<file path="config.mk">
export PLATFORM = sky130hd
export DESIGN_NAME = modular_power_and_congruence_unit_flat
export DESIGN_NICKNAME = d
export VERILOG_FILES = /design/src/rtl/core/mpc_pkg.sv /design/src/rtl/core/mpc_stream_if.sv /design/src/rtl/core/modular_power_and_congruence_unit.sv /design/src/rtl/core/mpc_arith.sv /design/src/rtl/core/mpc_apb_regs.sv /design/src/flat_wrapper.sv
export SDC_FILE = /design/constraint.sdc
export NUM_CORES = 2
export LEC_CHECK = 0
export ABC_AREA = 1
export BUFFER_PORTS_ARGS = -buffer_cell sky130_fd_sc_hd__buf_2
export CELL_PAD_IN_SITES_DETAIL_PLACEMENT = 0
export CELL_PAD_IN_SITES_GLOBAL_PLACEMENT = 1
export CORE_UTILIZATION = 45
export DETAILED_ROUTE_END_ITERATION = 12
export PLACE_DENSITY_LB_ADDON = 0.05
export SLEW_MARGIN = 20
export SYNTH_ARGS = -nofsm -noshare
export SYNTH_HDL_FRONTEND = slang
export SYNTH_HIERARCHICAL = 1
export SYNTH_SLANG_ARGS = --single-unit
</file>
<file path="constraint.sdc">
create_clock -name clk_i -period 5.9 [get_ports clk_i]
set_input_delay 0.59 -clock clk_i [delete_from_list [all_inputs] [get_ports clk_i]]
set_output_delay 0.59 -clock clk_i [all_outputs]
set_load 0.005 [all_outputs]
</file>
<file path="src/rtl/core/mpc_pkg.sv">
// Shared types and constants of the modular power and congruence unit.
package mpc_pkg;

  localparam int unsigned WIDTH_DEF = 31;

  localparam int unsigned PADDR_W = 3;
  localparam int unsigned REG_IDX_W = PADDR_W - 2;
  localparam logic [REG_IDX_W-1:0] REG_MODE = '0;

  localparam logic MODE_POWER = 1'b0;
  localparam logic MODE_CONG  = 1'b1;

  typedef enum logic {
    OP_DIV,
    OP_MULMOD
  } arith_op_e;

  typedef struct packed {
    logic      start;
    arith_op_e op;
  } arith_req_t;

  typedef struct packed {
    logic busy;
    logic done;
  } arith_rsp_t;

endpackage

</file>
<file path="src/rtl/core/mpc_stream_if.sv">
// Valid/ready channel interfaces for the item and result transfers.
interface mpc_in_if #(
  parameter int unsigned Width = 31
);
  logic             valid;
  logic             ready;
  logic [Width-1:0] base;
  logic [Width-1:0] operand_b;
  logic [Width-1:0] modulus;

  modport source (output valid, output base, output operand_b, output modulus, input ready);
  modport sink   (input valid, input base, input operand_b, input modulus, output ready);
endinterface

interface mpc_out_if #(
  parameter int unsigned Width = 31
);
  logic             valid;
  logic             ready;
  logic [Width-1:0] value;
  logic             no_solution;

  modport source (output valid, output value, output no_solution, input ready);
  modport sink   (input valid, input value, input no_solution, output ready);
endinterface

</file>
<file path="src/rtl/core/modular_power_and_congruence_unit.sv">
// Top level: sequencer for modular power and linear congruence over a shared unit.
// Power mode runs a modular multiply for each set exponent bit and a modular square for
// every exponent bit; congruence mode runs one division per gcd step and a division and
// a multiply per inverse step. The next item is taken while a result waits.
// Reset is asynchronous and active low; it clears the sequencer and sets mode to power.
module modular_power_and_congruence_unit
  import mpc_pkg::*;
#(
  parameter int unsigned Width = WIDTH_DEF
) (
  input  logic               clk_i,
  input  logic               rst_ni,
  mpc_in_if.sink             req_i,
  mpc_out_if.source          rsp_o,
  input  logic               psel,
  input  logic               penable,
  input  logic               pwrite,
  input  logic [PADDR_W-1:0] paddr,
  input  logic [31:0]        pwdata,
  output logic [31:0]        prdata,
  output logic               pready
);

  typedef enum logic [4:0] {
    S_IDLE, S_START, S_P_RED, S_P_BIT, S_P_MUL, S_P_SQR,
    S_G_CHK, S_G_DIV, S_C_BMOD, S_C_A, S_C_M, S_C_AR,
    S_I_INIT, S_I_CHK, S_I_DIV, S_I_MS, S_I_MUL,
    S_F_B, S_F_MS, S_F_MUL, S_OUT
  } state_e;

  state_e           state_q;
  logic             cfg_mode;
  logic             mode_q;
  logic [Width-1:0] a_q, b_q, m_q;
  logic [Width-1:0] r0_q, r1_q, t0_q, t1_q, q_q;
  logic [Width-1:0] val_q;
  logic             nos_q;
  logic             out_valid_q;
  logic [Width-1:0] out_value_q;
  logic             out_nos_q;

  arith_req_t       unit_req;
  arith_rsp_t       unit_rsp;
  logic [Width-1:0] unit_a, unit_b, unit_m;
  logic [Width-1:0] unit_quot, unit_rem;

  logic [Width-1:0] q_adj, neg_p, t2;
  logic [Width:0]   t2_sum;

  mpc_apb_regs u_regs (
    .clk_i   (clk_i),
    .rst_ni  (rst_ni),
    .psel    (psel),
    .penable (penable),
    .pwrite  (pwrite),
    .paddr   (paddr),
    .pwdata  (pwdata),
    .prdata  (prdata),
    .pready  (pready),
    .mode_o  (cfg_mode)
  );

  mpc_arith #(
    .Width (Width)
  ) u_arith (
    .clk_i  (clk_i),
    .rst_ni (rst_ni),
    .req_i  (unit_req),
    .opa_i  (unit_a),
    .opb_i  (unit_b),
    .mod_i  (unit_m),
    .rsp_o  (unit_rsp),
    .quot_o (unit_quot),
    .rem_o  (unit_rem)
  );

  always_comb begin
    q_adj  = (unit_quot == m_q) ? '0 : unit_quot;
    neg_p  = (unit_rem == '0) ? '0 : m_q - unit_rem;
    t2_sum = {1'b0, t0_q} + {1'b0, neg_p};
    t2     = (t2_sum >= {1'b0, m_q}) ? t2_sum[Width-1:0] - m_q : t2_sum[Width-1:0];
  end

  always_comb begin
    unit_req.start = 1'b0;
    unit_req.op    = OP_DIV;
    unit_a         = '0;
    unit_b         = '0;
    unit_m         = m_q;
    case (state_q)
      S_START: begin
        if (mode_q == MODE_POWER && b_q != '0 && m_q != '0) begin
          unit_req.start = 1'b1;
          unit_a         = a_q;
          unit_b         = m_q;
        end
      end
      S_P_BIT: begin
        if (b_q != '0) begin
          unit_req.start = 1'b1;
          unit_req.op    = OP_MULMOD;
          unit_a         = b_q[0] ? t0_q : t1_q;
          unit_b         = t1_q;
        end
      end
      S_P_MUL: begin
        if (unit_rsp.done) begin
          unit_req.start = 1'b1;
          unit_req.op    = OP_MULMOD;
          unit_a         = t1_q;
          unit_b         = t1_q;
        end
      end
      S_G_CHK: begin
        unit_req.start = 1'b1;
        unit_a         = (r1_q == '0) ? b_q : r0_q;
        unit_b         = (r1_q == '0) ? r0_q : r1_q;
      end
      S_C_BMOD: begin
        if (unit_rsp.done && unit_rem == '0) begin
          unit_req.start = 1'b1;
          unit_a         = a_q;
          unit_b         = r0_q;
        end
      end
      S_C_A: begin
        if (unit_rsp.done) begin
          unit_req.start = 1'b1;
          unit_a         = m_q;
          unit_b         = r0_q;
        end
      end
      S_C_AR: begin
        unit_req.start = 1'b1;
        unit_a         = a_q;
        unit_b         = m_q;
      end
      S_I_CHK: begin
        unit_req.start = 1'b1;
        unit_a         = (r1_q == '0) ? b_q : r0_q;
        unit_b         = (r1_q == '0) ? m_q : r1_q;
      end
      S_I_MS: begin
        unit_req.start = 1'b1;
        unit_req.op    = OP_MULMOD;
        unit_a         = q_q;
        unit_b         = t1_q;
      end
      S_F_MS: begin
        unit_req.start = 1'b1;
        unit_req.op    = OP_MULMOD;
        unit_a         = q_q;
        unit_b         = t0_q;
      end
      default: begin
        unit_req.start = 1'b0;
      end
    endcase
  end

  always_ff @(posedge clk_i or negedge rst_ni) begin
    if (!rst_ni) begin
      state_q     <= S_IDLE;
      mode_q      <= MODE_POWER;
      a_q         <= '0;
      b_q         <= '0;
      m_q         <= '0;
      r0_q        <= '0;
      r1_q        <= '0;
      t0_q        <= '0;
      t1_q        <= '0;
      q_q         <= '0;
      val_q       <= '0;
      nos_q       <= 1'b0;
      out_valid_q <= 1'b0;
      out_value_q <= '0;
      out_nos_q   <= 1'b0;
    end else begin
      if (out_valid_q && rsp_o.ready && state_q != S_OUT) begin
        out_valid_q <= 1'b0;
      end
      case (state_q)
        S_IDLE: begin
          if (req_i.valid) begin
            a_q     <= req_i.base;
            b_q     <= req_i.operand_b;
            m_q     <= req_i.modulus;
            mode_q  <= cfg_mode;
            val_q   <= '0;
            nos_q   <= 1'b0;
            state_q <= S_START;
          end
        end
        S_START: begin
          if (mode_q == MODE_POWER) begin
            if (b_q == '0) begin
              val_q   <= Width'(1);
              state_q <= S_OUT;
            end else if (m_q == '0) begin
              state_q <= S_OUT;
            end else begin
              t0_q    <= (m_q == Width'(1)) ? '0 : Width'(1);
              state_q <= S_P_RED;
            end
          end else if (m_q == '0) begin
            nos_q   <= 1'b1;
            state_q <= S_OUT;
          end else begin
            r0_q    <= a_q;
            r1_q    <= m_q;
            state_q <= S_G_CHK;
          end
        end
        S_P_RED: begin
          if (unit_rsp.done) begin
            t1_q    <= unit_rem;
            state_q <= S_P_BIT;
          end
        end
        S_P_BIT: begin
          if (b_q == '0) begin
            val_q   <= t0_q;
            state_q <= S_OUT;
          end else begin
            state_q <= b_q[0] ? S_P_MUL : S_P_SQR;
          end
        end
        S_P_MUL: begin
          if (unit_rsp.done) begin
            t0_q    <= unit_rem;
            state_q <= S_P_SQR;
          end
        end
        S_P_SQR: begin
          if (unit_rsp.done) begin
            t1_q    <= unit_rem;
            b_q     <= b_q >> 1;
            state_q <= S_P_BIT;
          end
        end
        S_G_CHK: begin
          state_q <= (r1_q == '0) ? S_C_BMOD : S_G_DIV;
        end
        S_G_DIV: begin
          if (unit_rsp.done) begin
            r0_q    <= r1_q;
            r1_q    <= unit_rem;
            state_q <= S_G_CHK;
          end
        end
        S_C_BMOD: begin
          if (unit_rsp.done) begin
            if (unit_rem != '0) begin
              nos_q   <= 1'b1;
              state_q <= S_OUT;
            end else begin
              b_q     <= unit_quot;
              state_q <= S_C_A;
            end
          end
        end
        S_C_A: begin
          if (unit_rsp.done) begin
            a_q     <= unit_quot;
            state_q <= S_C_M;
          end
        end
        S_C_M: begin
          if (unit_rsp.done) begin
            m_q     <= unit_quot;
            state_q <= S_C_AR;
          end
        end
        S_C_AR: begin
          state_q <= S_I_INIT;
        end
        S_I_INIT: begin
          if (unit_rsp.done) begin
            r0_q    <= m_q;
            r1_q    <= unit_rem;
            t0_q    <= '0;
            t1_q    <= (m_q == Width'(1)) ? '0 : Width'(1);
            state_q <= S_I_CHK;
          end
        end
        S_I_CHK: begin
          state_q <= (r1_q == '0) ? S_F_B : S_I_DIV;
        end
        S_I_DIV: begin
          if (unit_rsp.done) begin
            q_q     <= q_adj;
            r0_q    <= r1_q;
            r1_q    <= unit_rem;
            state_q <= S_I_MS;
          end
        end
        S_I_MS: begin
          state_q <= S_I_MUL;
        end
        S_I_MUL: begin
          if (unit_rsp.done) begin
            t0_q    <= t1_q;
            t1_q    <= t2;
            state_q <= S_I_CHK;
          end
        end
        S_F_B: begin
          if (unit_rsp.done) begin
            q_q     <= unit_rem;
            state_q <= S_F_MS;
          end
        end
        S_F_MS: begin
          state_q <= S_F_MUL;
        end
        S_F_MUL: begin
          if (unit_rsp.done) begin
            val_q   <= unit_rem;
            state_q <= S_OUT;
          end
        end
        S_OUT: begin
          if (!out_valid_q || rsp_o.ready) begin
            out_valid_q <= 1'b1;
            out_value_q <= val_q;
            out_nos_q   <= nos_q;
            state_q     <= S_IDLE;
          end
        end
        default: begin
          state_q <= S_IDLE;
        end
      endcase
    end
  end

  assign req_i.ready       = (state_q == S_IDLE);
  assign rsp_o.valid       = out_valid_q;
  assign rsp_o.value       = out_value_q;
  assign rsp_o.no_solution = out_nos_q;

`ifndef SYNTHESIS
  assert property (@(posedge clk_i) disable iff (!rst_ni)
    unit_req.start |-> !unit_rsp.busy)
    else $error("Shared unit started while busy.");

  assert property (@(posedge clk_i) disable iff (!rst_ni)
    (req_i.valid && req_i.ready) |=> !req_i.ready)
    else $error("Item taken while the previous one is still in progress.");

  assert property (@(posedge clk_i) disable iff (!rst_ni)
    (rsp_o.valid && rsp_o.no_solution) |-> (rsp_o.value == '0))
    else $error("Result without solution carries a nonzero value.");

  assert property (@(posedge clk_i) disable iff (!rst_ni)
    unit_rsp.done |-> !unit_rsp.busy)
    else $error("Shared unit reports done while still busy.");
`endif

endmodule

</file>
<file path="src/rtl/core/mpc_arith.sv">
// Shared bit-serial unit for restoring division and shift-and-add modular multiplication.
module mpc_arith
  import mpc_pkg::*;
#(
  parameter int unsigned Width = WIDTH_DEF
) (
  input  logic             clk_i,
  input  logic             rst_ni,
  input  arith_req_t       req_i,
  input  logic [Width-1:0] opa_i,
  input  logic [Width-1:0] opb_i,
  input  logic [Width-1:0] mod_i,
  output arith_rsp_t       rsp_o,
  output logic [Width-1:0] quot_o,
  output logic [Width-1:0] rem_o
);

  localparam int unsigned CntW = (Width > 1) ? $clog2(Width) : 1;

  logic            busy_q, done_q;
  arith_op_e       op_q;
  logic [CntW-1:0] cnt_q;
  logic [Width-1:0] acc_q, acc_d;
  logic [Width-1:0] shf_q, shf_d;
  logic [Width-1:0] x_q;
  logic [Width-1:0] m_q;

  logic [Width:0]   div_trial, div_diff;
  logic             div_ge;
  logic [Width:0]   dbl, dbl_red, sum, sum_red;
  logic [Width-1:0] addend;

  always_comb begin
    div_trial = {acc_q, shf_q[Width-1]};
    div_diff  = div_trial - {1'b0, x_q};
    div_ge    = div_trial >= {1'b0, x_q};
    dbl       = {acc_q, 1'b0};
    dbl_red   = (dbl >= {1'b0, m_q}) ? dbl - {1'b0, m_q} : dbl;
    addend    = shf_q[Width-1] ? x_q : '0;
    sum       = dbl_red + {1'b0, addend};
    sum_red   = (sum >= {1'b0, m_q}) ? sum - {1'b0, m_q} : sum;
    acc_d     = acc_q;
    shf_d     = shf_q;
    if (req_i.start && !busy_q) begin
      acc_d = '0;
      shf_d = (req_i.op == OP_DIV) ? opa_i : opb_i;
    end else if (busy_q) begin
      case (op_q)
        OP_DIV: begin
          acc_d = div_ge ? div_diff[Width-1:0] : div_trial[Width-1:0];
          shf_d = {shf_q[Width-2:0], div_ge};
        end
        OP_MULMOD: begin
          acc_d = sum_red[Width-1:0];
          shf_d = {shf_q[Width-2:0], 1'b0};
        end
        default: begin
          acc_d = acc_q;
          shf_d = shf_q;
        end
      endcase
    end
  end

  always_ff @(posedge clk_i or negedge rst_ni) begin
    if (!rst_ni) begin
      busy_q <= 1'b0;
      done_q <= 1'b0;
      op_q   <= OP_DIV;
      cnt_q  <= '0;
    end else begin
      done_q <= 1'b0;
      if (req_i.start && !busy_q) begin
        busy_q <= 1'b1;
        op_q   <= req_i.op;
        cnt_q  <= CntW'(Width - 1);
      end else if (busy_q) begin
        if (cnt_q == '0) begin
          busy_q <= 1'b0;
          done_q <= 1'b1;
        end else begin
          cnt_q <= cnt_q - 1'b1;
        end
      end
    end
  end

  always_ff @(posedge clk_i) begin
    acc_q <= acc_d;
    shf_q <= shf_d;
    if (req_i.start && !busy_q) begin
      x_q <= (req_i.op == OP_DIV) ? opb_i : opa_i;
      m_q <= mod_i;
    end
  end

  assign rsp_o.busy = busy_q;
  assign rsp_o.done = done_q;
  assign quot_o     = shf_q;
  assign rem_o      = acc_q;

endmodule

</file>
<file path="src/rtl/core/mpc_apb_regs.sv">
// APB-style configuration register holding the operating mode.
module mpc_apb_regs
  import mpc_pkg::*;
(
  input  logic               clk_i,
  input  logic               rst_ni,
  input  logic               psel,
  input  logic               penable,
  input  logic               pwrite,
  input  logic [PADDR_W-1:0] paddr,
  input  logic [31:0]        pwdata,
  output logic [31:0]        prdata,
  output logic               pready,
  output logic               mode_o
);

  logic                 mode_q;
  logic [REG_IDX_W-1:0] reg_idx;

  assign reg_idx = paddr[PADDR_W-1:2];
  assign pready  = 1'b1;

  always_ff @(posedge clk_i or negedge rst_ni) begin
    if (!rst_ni) begin
      mode_q <= MODE_POWER;
    end else if (psel && penable && pwrite && pready && (reg_idx == REG_MODE)) begin
      mode_q <= pwdata[0];
    end
  end

  always_comb begin
    prdata = '0;
    if (reg_idx == REG_MODE) begin
      prdata = {31'b0, mode_q};
    end
  end

  assign mode_o = mode_q;

endmodule
</file>
<file path="src/flat_wrapper.sv">
// flat-port wrapper written by rule: the top's interface ports become plain ports
module modular_power_and_congruence_unit_flat import mpc_pkg::*;
#(
  parameter int unsigned Width = WIDTH_DEF
)
  (clk_i, rst_ni, psel, penable, pwrite, paddr, pwdata, prdata, pready, req_i_valid, req_i_base, req_i_operand_b, req_i_modulus, req_i_ready, rsp_o_valid, rsp_o_value, rsp_o_no_solution, rsp_o_ready);
  mpc_in_if #(.Width(Width)) req_i_i ();
  mpc_out_if #(.Width(Width)) rsp_o_i ();
  input  logic clk_i;
  input  logic rst_ni;
  input  logic psel;
  input  logic penable;
  input  logic pwrite;
  input  logic [PADDR_W-1:0] paddr;
  input  logic [31:0] pwdata;
  output logic [31:0] prdata;
  output logic pready;
  input wire logic [$bits(req_i_i.valid)-1:0] req_i_valid;
  input wire logic [$bits(req_i_i.base)-1:0] req_i_base;
  input wire logic [$bits(req_i_i.operand_b)-1:0] req_i_operand_b;
  input wire logic [$bits(req_i_i.modulus)-1:0] req_i_modulus;
  output wire logic [$bits(req_i_i.ready)-1:0] req_i_ready;
  output wire logic [$bits(rsp_o_i.valid)-1:0] rsp_o_valid;
  output wire logic [$bits(rsp_o_i.value)-1:0] rsp_o_value;
  output wire logic [$bits(rsp_o_i.no_solution)-1:0] rsp_o_no_solution;
  input wire logic [$bits(rsp_o_i.ready)-1:0] rsp_o_ready;
  assign req_i_i.valid = req_i_valid;
  assign req_i_i.base = req_i_base;
  assign req_i_i.operand_b = req_i_operand_b;
  assign req_i_i.modulus = req_i_modulus;
  assign req_i_ready = req_i_i.ready;
  assign rsp_o_valid = rsp_o_i.valid;
  assign rsp_o_value = rsp_o_i.value;
  assign rsp_o_no_solution = rsp_o_i.no_solution;
  assign rsp_o_i.ready = rsp_o_ready;
  modular_power_and_congruence_unit #(.Width(Width)) u_core (.clk_i(clk_i), .rst_ni(rst_ni), .req_i(req_i_i), .rsp_o(rsp_o_i), .psel(psel), .penable(penable), .pwrite(pwrite), .paddr(paddr), .pwdata(pwdata), .prdata(prdata), .pready(pready));
endmodule
</file>
==> out/results.ini <==
[floorplan]
die-area_mm2 = 0.0917
num_rows = 109
start_util = 0.457
die_w_um = 303
die-height_um = 303
coreArea_mm2 = 0.0891
ioPinCount = 202

[setup_path]
crit_path_end_kind = register
arrival_ns = 6.29
worstPathRequired_ns = 6.45
slowest_stage = fa_2
critPathKind = reg2reg
crit_path_start_kind = register
cp_slowest_stage_delay_ns = 0.39
crit_fanout = 21
cpMostUsedCell = nand2_1

[timing]
fmax_ghz = 0.174
period_share = 0.973
finalCriticalPeriod_ns = 5.74
slew_headroom = 0.173
setup_viol = 0
rsz0062_at_grt = true
finalMaxSlewViolations = 0
hold_violations = 0
fin_skew_ns = 0.0301
tightest_slew_ns = 1.23

[grt]
grt_max_degree = 127
grt_usage = 0.417
grt_antenna_before_repair = 2
gr-total-overflow = 0
grt_pass1_vias = 44100
grt_pass1_wl_um = 281000

[layout]
fillCellCount = 8917
fin_cells = 8251
nNetsFinal = 7399
layout-drive-gt1-share = 0.189
area_delta_synth_final_pct = 25.4

[cts]
cts_tree = done
clockBufferDepth = 3
clk_latency_ns = 0.68
cts-root-buf = clkbuf_16
cts_buffers = 55
clkTransAtPathRegs_ns = 0.06
cts_sinks = 452
htree_levels = 2

[place]
routabilityCongestion = 1.05
io_buffers = 136
dp_cells = 8121
dpl.hpwl_um = 156000

[route]
drtAntennaViolNets = 0
vias = 47100
drt_iter0_drc = 5742
drcViolationCount = 0
routed_wl_um = 196000
vias_per_cell = 5.71
dr.pass1.iters = 7
wl_per_cell_um = 23.7

[hold_path]
hp-class = in2reg

[synthesis]
synthCells = 6326
syn_area_mm2 = 0.0407
synth_warnings = 6
synth_area_per_cell_um2 = 6.43

[run_status]
status = completed

[flow_run]
cap_violations = 0

## what timing repair did
action / 4_1_cts / 5_1_grt
buffers inserted: 1 / 21
pin swaps: 5 / 62
hold buffers: 1 / 0
setup endpoints to repair: 62 / 62
cloned: 0 / 2
hold endpoints to repair: 78 / 0
resized for setup: 40 / 288
## layout by cell type, fill, tap and decap left out, drive strengths merged, types with 5 or more instances in the layout
| master | n |
|---|---|
| dfrtp | 328 |
| o221ai | 31 |
| ha | 219 |
| nand3 | 311 |
| clkinv | 26 |
| o21a | 7 |
| and3 | 5 |
| buf | 911 |
| fa | 7 |
| inv | 916 |
| clkinvlp | 9 |
| dfxtp | 31 |
| o211ai | 111 |
| a22oi | 42 |
| xnor2 | 55 |
| nand4 | 95 |
| o21ai | 563 |
| clkbuf | 70 |
| nand3b | 19 |
| o22ai | 154 |
| conb | 32 |
| a21boi | 12 |
| a221oi | 20 |
| nor2 | 515 |
| a21o | 25 |
| nor3 | 58 |
| edfxtp | 93 |
| nor4 | 25 |
| xor2 | 101 |
| nand2 | 1734 |
| a31oi | 33 |
| o2111ai | 12 |
| a21oi | 452 |
| and2 | 5 |
| o21bai | 29 |
| or2 | 7 |
| bufinv | 7 |
## layout make-up
cell class	count	area (µm²)	share of cell area
antenna	2	5.00	0.0000981
sequential	452	11600	0.228
tap	1165	1460	0.0286
clock inverter	35	403	0.00789
clock buffer	68	1490	0.0292
inverter	923	3470	0.0680
multi-input combinational	4692	25800	0.506
timing repair buffer	914	6760	0.133
## critical path: cells and delay by family, from the launching register on
| family | cells | cell delay, ns |
|---|---|---|
| AND/OR/NAND/NOR | 24 | 2.58 |
| buffers and inverters | 9 | 1.03 |
| flip-flops | 1 | 0.32 |
| AO/OA/AOI/OAI | 3 | 0.33 |
| XOR/XNOR | 1 | 0.16 |
| adder cells (fa/ha/maj) | 4 | 1.17 |
## registers in the layout (all words and copies together), names as in the netlist, 31 cells and up
name,flops
u_core/rsp_o.value,31
u_core/r0_q,31
u_core/t0_q,31
u_core/u_arith/quot_o,31
u_core/u_arith/x_q,31
u_core/r1_q,31
u_core/m_q,31
u_core/u_arith/m_q,31
u_core/b_q,31
u_core/val_q,31
u_core/t1_q,31
u_core/u_arith/rem_o,31
u_core/q_q,31
u_core/a_q,31
## through the flow
step | hold slack, ns | TNS, ns | area [µm²] | util | worst slack [ns]
2_1_floorplan | 0.294 | 0 | 40800 | - | 0.548
3_3_place_gp | 0.460 | -11.03 | 47600 | 0.534 | -0.351
3_5_place_dp | 0.457 | -16.09 | 47600 | 0.534 | -0.423
4_1_cts | 0.147 | 0 | 49700 | 0.558 | 0.00302
5_1_grt | 0.178 | -1.91 | 51000 | 0.573 | -0.0753
6_report | 0.171 | 0 | 51000 | 0.573 | 0.159
## per-layer routing
metal	track usage	part of all wire	wire length [µm]	vias to the layer above
met1	0.517	0.38	74700	21800
met3	0.114	0.11	21700	466
met4	0.242	0.068	13400	2
met5	0	0.000066	13	-
li1	-	-	-	22300
met2	0.649	0.44	86000	2465
## final timing paths
path,startpoint,depth (start not counted),slack (ns),to
max,u_core/u_arith/m_q[15],41,0.16,u_core/u_arith/rem_o[14]
min,pwdata[0],3,0.17,u_core/u_regs/mode_o
max reg2reg,u_core/u_arith/m_q[15],41,0.16,u_core/u_arith/rem_o[14]
min reg2reg,u_core/nos_q,2,0.48,u_core/nos_q
max in group asynchronous,rst_ni,3,4.04,u_core/u_arith/cnt_q[0]
min in group asynchronous,rst_ni,2,0.51,u_core/rsp_o.value[4]
Power is left out: the tool's default activity adds up to more than one toggle a clock period on the data nets, which glitch-free logic cannot reach.
